==> config.mk <==
export PLATFORM = sky130hd
export DESIGN_NAME = smdm_ctrl
export DESIGN_NICKNAME = d
export VERILOG_FILES = /design/src/smdm_pkg.sv /design/src/smdm_ctrl.sv
export VERILOG_INCLUDE_DIRS = /design/src /design/src/src
export SDC_FILE = /design/constraint.sdc
export NUM_CORES = 1
export LEC_CHECK = 0
export ABC_AREA = 1
export BUFFER_PORTS_ARGS = -buffer_cell sky130_fd_sc_hd__buf_2
export CORE_AREA = 2 2 39 41
export CTS_BUF_LIST = sky130_fd_sc_hd__clkbuf_8
export DETAILED_ROUTE_END_ITERATION = 12
export DIE_AREA = 0 0 41 43
export PLACE_DENSITY = 0.46
export SLEW_MARGIN = 40
export SYNTH_ARGS = -nofsm -noshare
export SYNTH_HDL_FRONTEND = slang
export SYNTH_SLANG_ARGS = --single-unit
==> constraint.sdc <==
create_clock -name clock -period 3.1 [get_ports clock]
set_clock_uncertainty 0.1 [all_clocks]
set_input_delay 0.93 -clock clock [delete_from_list [all_inputs] [get_ports clock]]
set_output_delay 0.93 -clock clock [all_outputs]
set_load 0.02 [all_outputs]
==> src/assert_macros.svh <==
// Assertion helpers shared by the RTL files.
`ifndef ASSERT_MACROS_SVH
`define ASSERT_MACROS_SVH

// Same-cycle implication, disabled while reset is high.
`define AST_IMPL(label, clk, rst, ante, cons) \
   label: assert property (@(posedge clk) disable iff (rst) (ante) |-> (cons)) \
      else $error("assertion failed");

// Next-cycle implication, disabled while reset is high.
`define AST_NEXT(label, clk, rst, ante, cons) \
   label: assert property (@(posedge clk) disable iff (rst) (ante) |=> (cons)) \
      else $error("assertion failed");

`endif

==> src/smdm_pkg.sv <==
package smdm_pkg;

   localparam int WINDOW_MAX = 64;
   localparam int SAMPLE_W   = 20;
   localparam int AGE_W      = $clog2(WINDOW_MAX);
   localparam int LEN_W      = 7;
   localparam int CNT_W      = $clog2(WINDOW_MAX + 1);
   localparam int SUM_W      = SAMPLE_W + AGE_W;
   localparam int COST_W     = 27;
   localparam int CSR_IDX_W  = 1;

   localparam logic [CSR_IDX_W-1:0] REG_WINDOW_LEN   = 1'b0;
   localparam logic [CSR_IDX_W-1:0] REG_COST_CEILING = 1'b1;

   localparam logic [LEN_W-1:0]  WINDOW_LEN_RESET = LEN_W'(64);
   localparam logic [COST_W-1:0] CEILING_RESET    = COST_W'(100000);
   localparam logic [COST_W-1:0] COST_MAX         = {COST_W{1'b1}};

   typedef enum logic [2:0] {
      ST_IDLE,
      ST_REMOVE,
      ST_INSERT,
      ST_LOAD,
      ST_SCAN,
      ST_MUL,
      ST_FIN
   } state_type;

   typedef struct packed {
      logic capture;
      logic remove;
      logic insert;
      logic load;
      logic scan;
      logic mul;
      logic fin;
   } cmd_type;

   typedef struct packed {
      logic fill_ok;
      logic scan_last;
      logic out_free;
   } status_type;

endpackage

==> src/smdm_ctrl.sv <==
`include "assert_macros.svh"

module smdm_ctrl (
   input  logic                clock,
   input  logic                reset,
   input  logic                req_valid,
   output logic                req_stall,
   input  smdm_pkg::status_type status,
   output smdm_pkg::cmd_type    cmd
);
   import smdm_pkg::*;

   state_type state_ff, state_in;

   // State register.
   always_ff @(posedge clock) begin
      if (reset) begin
         state_ff <= ST_IDLE;
      end else begin
         state_ff <= state_in;
      end
   end

   // Next state.
   always_comb begin
      state_in = state_ff;
      case (state_ff)
         ST_IDLE:   if (req_valid) state_in = ST_REMOVE;
         ST_REMOVE: state_in = ST_INSERT;
         ST_INSERT: state_in = status.fill_ok ? ST_LOAD : ST_IDLE;
         ST_LOAD:   state_in = ST_SCAN;
         ST_SCAN:   if (status.scan_last) state_in = ST_MUL;
         ST_MUL:    state_in = ST_FIN;
         ST_FIN:    if (status.out_free) state_in = ST_IDLE;
         default:   state_in = ST_IDLE;
      endcase
   end

   // Command outputs.
   always_comb begin
      cmd       = '0;
      req_stall = 1'b1;
      case (state_ff)
         ST_IDLE: begin
            req_stall   = 1'b0;
            cmd.capture = req_valid;
         end
         ST_REMOVE: cmd.remove = 1'b1;
         ST_INSERT: cmd.insert = 1'b1;
         ST_LOAD:   cmd.load   = 1'b1;
         ST_SCAN:   cmd.scan   = 1'b1;
         ST_MUL:    cmd.mul    = 1'b1;
         ST_FIN:    cmd.fin    = 1'b1;
         default:   cmd        = '0;
      endcase
   end

   `AST_NEXT(a_scan_holds, clock, reset, (state_ff == ST_SCAN) && !status.scan_last, state_ff == ST_SCAN)

endmodule

Word level (Yosys, flattened, before mapping)
Cells that the tools add are included.
{ "op_classes": {"shifts": 0, "eq_ne": 9, "bitwise_logic": 0, "div_mod_pow": 0, "reduce_logical": 2, "n_addsub": 0, "magnitude_cmp": 0, "muxes": 13, "n_mul": 0} }
{ "op_table": {"columns": ["operator", "count"], "rows": [
  ["case mux 3 bit (7 select lines)", 1],
  ["== test 3 bit (second input constant)", 3],
  ["2-to-1 mux 3 bit", 3],
  ["2-to-1 mux 1 bit", 8],
  ["== test 3 x 2 -> 1 bit (second input constant)", 2],
  ["inequality test 2 bit (second input constant)", 3],
  ["== test 3 x 1 -> 1 bit (second input constant)", 1],
  ["logical NOT 3 bit", 1],
  ["AND reduction 3 bit", 1],
  ["2-to-1 mux 2 bit", 1]
]} }
{ "totals": {"wordCells": 25, "ramBits": 0, "mem_count": 0, "latchBits": 0, "in_bits": 6, "rom_bits": 0, "regBits": 3, "output_inout_bits": 8} }

Logic depth before layout (Yosys ltp)
{ "depth": {"word_depth": 3, "depth_mapped": 6, "ltp_nobuf": 6} }

Least setup slack after synthesis
Ideal clock, no wire load.
{ "synth_timing": {"path_kind": "in2out", "start": "input port req_valid", "end": "output port cmd[6] in the netlist's numbering", "cell_stages": 2, "required_time_ns": 2.070, "path_slack_ns": 0.805, "arrival_time_ns": 1.265, "n_path_buf": 0, "path_cell_list": "inv_1 nor2_1"} }
{ "synth_rtl": {"columns": ["item", "line", "rtl"], "rows": [
  ["from (decl)", "smdm_ctrl.sv:6", "input logic req_valid,"],
  ["to (decl)", "smdm_ctrl.sv:9", "output smdm_pkg::cmd_type cmd"]
]} }

==> run_summary.xml <==
<?xml version="1.0" encoding="UTF-8"?>
<metrics>
  <group name="critical_path">
    <metric name="crit_fanout" unit="">2</metric>
    <metric name="setup.worst_path.start_class" unit="">primary input</metric>
    <metric name="critical_path_required" unit="ps">2070</metric>
    <metric name="crit_type" unit="">primary input to output pin</metric>
    <metric name="slowest_stage" unit="">buf_2</metric>
    <metric name="critPathMostFrequentCell" unit="">buf_2</metric>
    <metric name="critical_path_cell_sequence" unit="">buf_2 -&gt; inv_1 -&gt; nor2_1 -&gt; buf_2</metric>
    <metric name="arrival" unit="ps">1310</metric>
    <metric name="critPathMaxStageDelay" unit="ps">160</metric>
    <metric name="cp-end-kind" unit="">output pin</metric>
  </group>
  <group name="cells_and_area">
    <metric name="final_area" unit="sq um">354</metric>
    <metric name="largest_register_ff_count" unit="">3</metric>
    <metric name="largest_register" unit="">state_ff</metric>
    <metric name="fill_cells" unit="">162</metric>
    <metric name="nets" unit="">64</metric>
    <metric name="ant_diodes" unit="">0</metric>
    <metric name="flow.area_growth_from_synthesis" unit="%">58.1</metric>
    <metric name="multiInputGateArea" unit="sq um">130</metric>
    <metric name="post_route_cells_drive_above_1_share" unit="%">35.1</metric>
    <metric name="layout_top_registers" unit="">state_ff: 3 flops</metric>
    <metric name="regArea" unit="sq um">60.1</metric>
  </group>
  <group name="global_routing">
    <metric name="first_pass_grt_wire_length" unit="um">945</metric>
    <metric name="globalRoute.totalOverflow" unit="">0</metric>
    <metric name="grt_pass1_vias" unit="">249</metric>
    <metric name="number_of_antenna_violations_at_the_first_check_in_global_routing" unit="">0</metric>
    <metric name="groute.usage.overall" unit="%">8.22</metric>
    <metric name="maximum_number_of_pins_on_one_net_before_global_route_repair" unit="">7</metric>
  </group>
  <group name="power_and_ir_drop">
    <metric name="power_per_cell_area" unit="nW/um^2">633</metric>
    <metric name="cellInternalPower" unit="mW">0.151</metric>
    <metric name="cellLeakagePower" unit="nW">0.233</metric>
    <metric name="overall_power" unit="mW">0.224</metric>
    <metric name="power.net_switching" unit="mW">0.0727</metric>
    <metric name="sequential_power_share" unit="%">22.9</metric>
    <metric name="worst_ir_drop_vdd" unit="V">0.000222</metric>
    <metric name="power_frac_clock" unit="%">47.6</metric>
    <metric name="relative_contribution_of_combinational_cells_to_total_power" unit="%">29.5</metric>
    <metric name="sw_share" unit="%">32.5</metric>
  </group>
  <group name="timing">
    <metric name="worstMarginPinSlew" unit="ps">229</metric>
    <metric name="slew_headroom" unit="%">84.7</metric>
    <metric name="shortest_period_the_worst_path_allows" unit="ps">2340</metric>
    <metric name="slew_viol_final" unit="">0</metric>
    <metric name="final_hold_viol_count" unit="">0</metric>
    <metric name="setup_total_negative_slack" unit="ps">0</metric>
    <metric name="grt_setup_unrepaired" unit="">false</metric>
    <metric name="max_clock_freq" unit="GHz">0.428</metric>
    <metric name="finalCritPeriodShare" unit="%">75.3</metric>
    <metric name="final_setup_violations" unit="">0</metric>
  </group>
  <group name="routing">
    <metric name="drt-total-wl" unit="um">548</metric>
    <metric name="routed_length_per_placed_instance" unit="um">7.51</metric>
    <metric name="dr_total_vias" unit="">278</metric>
    <metric name="number_of_vias_per_cell_after_detailed_routing" unit="">3.81</metric>
    <metric name="route.antenna.remaining_nets" unit="">0</metric>
    <metric name="drc_errors" unit="">0</metric>
    <metric name="detailedRoute.firstIterationViolations" unit="">11</metric>
    <metric name="detail_route.first_pass.iterations" unit="">4</metric>
  </group>
  <group name="clock_tree">
    <metric name="cts_tree" unit="">yes</metric>
    <metric name="clock_tree.buffer_depth" unit="">2</metric>
    <metric name="tritoncts.num_buffers" unit="">3</metric>
    <metric name="cts-hold-fix-buffers" unit="">0</metric>
    <metric name="clock-root-buffer" unit="">clkbuf_8</metric>
    <metric name="clkTransAtPathRegs" unit="ps">30</metric>
    <metric name="tritoncts_num_sinks" unit="">3</metric>
    <metric name="cts.repair.resized" unit="">0</metric>
    <metric name="worstSkewPairLatency" unit="ps">210</metric>
    <metric name="cts_h_tree_depth" unit="">1</metric>
    <metric name="post-cts-setup-buffers" unit="">0</metric>
  </group>
  <group name="synthesis">
    <metric name="synth.lib_cells_used.distinct" unit="">11</metric>
    <metric name="synth_adder_area_share" unit="%">0</metric>
    <metric name="yosysSeqAreaShare" unit="%">26.8</metric>
    <metric name="mappedNetlistArea" unit="sq um">224</metric>
    <metric name="synthSimpleGateAreaFrac" unit="%">55.9</metric>
    <metric name="largest_family_of_logic_cells_by_synthesized_area" unit="">simple AND/OR/NAND/NOR gates</metric>
    <metric name="synthMuxAreaShare" unit="%">0</metric>
    <metric name="synth_area_per_cell" unit="sq um">5.60</metric>
    <metric name="mappedNetlistNets" unit="">46</metric>
    <metric name="ys_warn_count" unit="">0</metric>
    <metric name="synth.ff_latch_count" unit="">3</metric>
    <metric name="postSynthCellCount" unit="">40</metric>
    <metric name="synthXorXnorAreaFrac" unit="%">0</metric>
    <metric name="synth_compound_area_share" unit="%">2.23</metric>
  </group>
  <group name="placement">
    <metric name="placement.io_buffers" unit="">13</metric>
    <metric name="hpwl" unit="um">449</metric>
    <metric name="place.gp.congestion" unit="">0.715</metric>
    <metric name="dpl_cell_area" unit="sq um">309</metric>
  </group>
  <group name="floorplanning">
    <metric name="fp-row-count" unit="">14</metric>
    <metric name="starting_density" unit="%">16.2</metric>
    <metric name="chip_height" unit="um">43</metric>
    <metric name="chipWidth" unit="um">41</metric>
    <metric name="fp.coreArea" unit="sq um">1380</metric>
    <metric name="ios" unit="">14</metric>
    <metric name="die_area" unit="sq um">1760</metric>
  </group>
  <group name="run_status">
    <metric name="status" unit="">complete, no violations</metric>
  </group>
  <group name="hold_path">
    <metric name="worst_hold_path_type" unit="">register to register</metric>
  </group>
  <group name="run">
    <metric name="max_cap_viol_count" unit="">0</metric>
  </group>
</metrics>
==> metrics by stage <==
stage          instances  util [%]  hold slack, ps  worst slack [ps]
3_5_place_dp          69      22.3             590               761
2_1_floorplan         40         -             536               805
4_1_cts               73      25.6             601               761
3_3_place_gp          69      22.3             606               781
6_report              73      25.6             594               764
5_1_grt               73      25.6             706               710
==> cells by family after synthesis <==
kind of cell | after synthesis
simple gates | 27
buf+inv | 9
flops | 3
compound gates | 1
==> power by group through the flow <==
stage | logic [mW] | registers, mW | clock network (mW)
detailed placement | 0.0667 | 0.0516 | 0
global placement | 0.0663 | 0.0522 | 0
floorplan | 0.0479 | 0.0504 | 0
finish | 0.0661 | 0.0513 | 0.107
global route | 0.0750 | 0.0528 | 0.118
CTS | 0.0669 | 0.0512 | 0.110
==> critical path: cells and delay by family <==
family | cells | cell delay, ps
buf+inv | 3 | 290
simple gates | 1 | 90
==> Yosys cell counts <==
cell     count  area (sq um)
nor2_2       2          12.5
nand4_1      1          6.26
nor2_1       8          30.0
nand2_1      8          30.0
inv_1        9          33.8
a21oi_1      1          5.00
nor3_1       1          5.00
nand2_2      1          6.26
nand3_1      5          25.0
dfxtp_1      3          60.1
nand3_2      1          10.0
==> worst paths after layout <==
kind | depth (start not counted) | slack, ps | from | endpoint
worst max-delay path | 4 | 760 | req_valid | cmd[6]
worst min-delay path | 4 | 590 | state_ff[1] | state_ff[2]
worst max register to register | 5 | 1910 | state_ff[2] | state_ff[2]
worst min register to register | 4 | 590 | state_ff[1] | state_ff[2]
==> routing by layer <==
layer	wire length, um	GRT usage (%)	up-vias
met2	229	9.38	6
met4	0	4.00	0
met5	0	0	-
met3	34	4.71	0
li1	-	-	156
met1	284	11.8	116
==> cell usage in the layout, fill, tap and decap left out <==
cell type / netlist / final
a21oi_1: 1 / 1
nand3_2: 1 / 1
nand2_2: 1 / 1
nand3_1: 5 / 5
clkbuf_8: 0 / 3
dfxtp_1: 3 / 3
inv_1: 9 / 10
nor2_2: 2 / 2
nand2_1: 8 / 8
buf_2: 0 / 13
nand4_1: 1 / 1
nor3_1: 1 / 1
nor2_1: 8 / 8
==> final cells by class <==
type,count,area share [%]
clock buffers,3,11.7
clock inverters,1,1.06
inverters,9,9.54
multi-input cells,28,36.7
flip-flops and latches,3,17.0
well taps,16,5.65
repair buffers,13,18.4
Note: power is estimated with default switching activity, not from simulation.
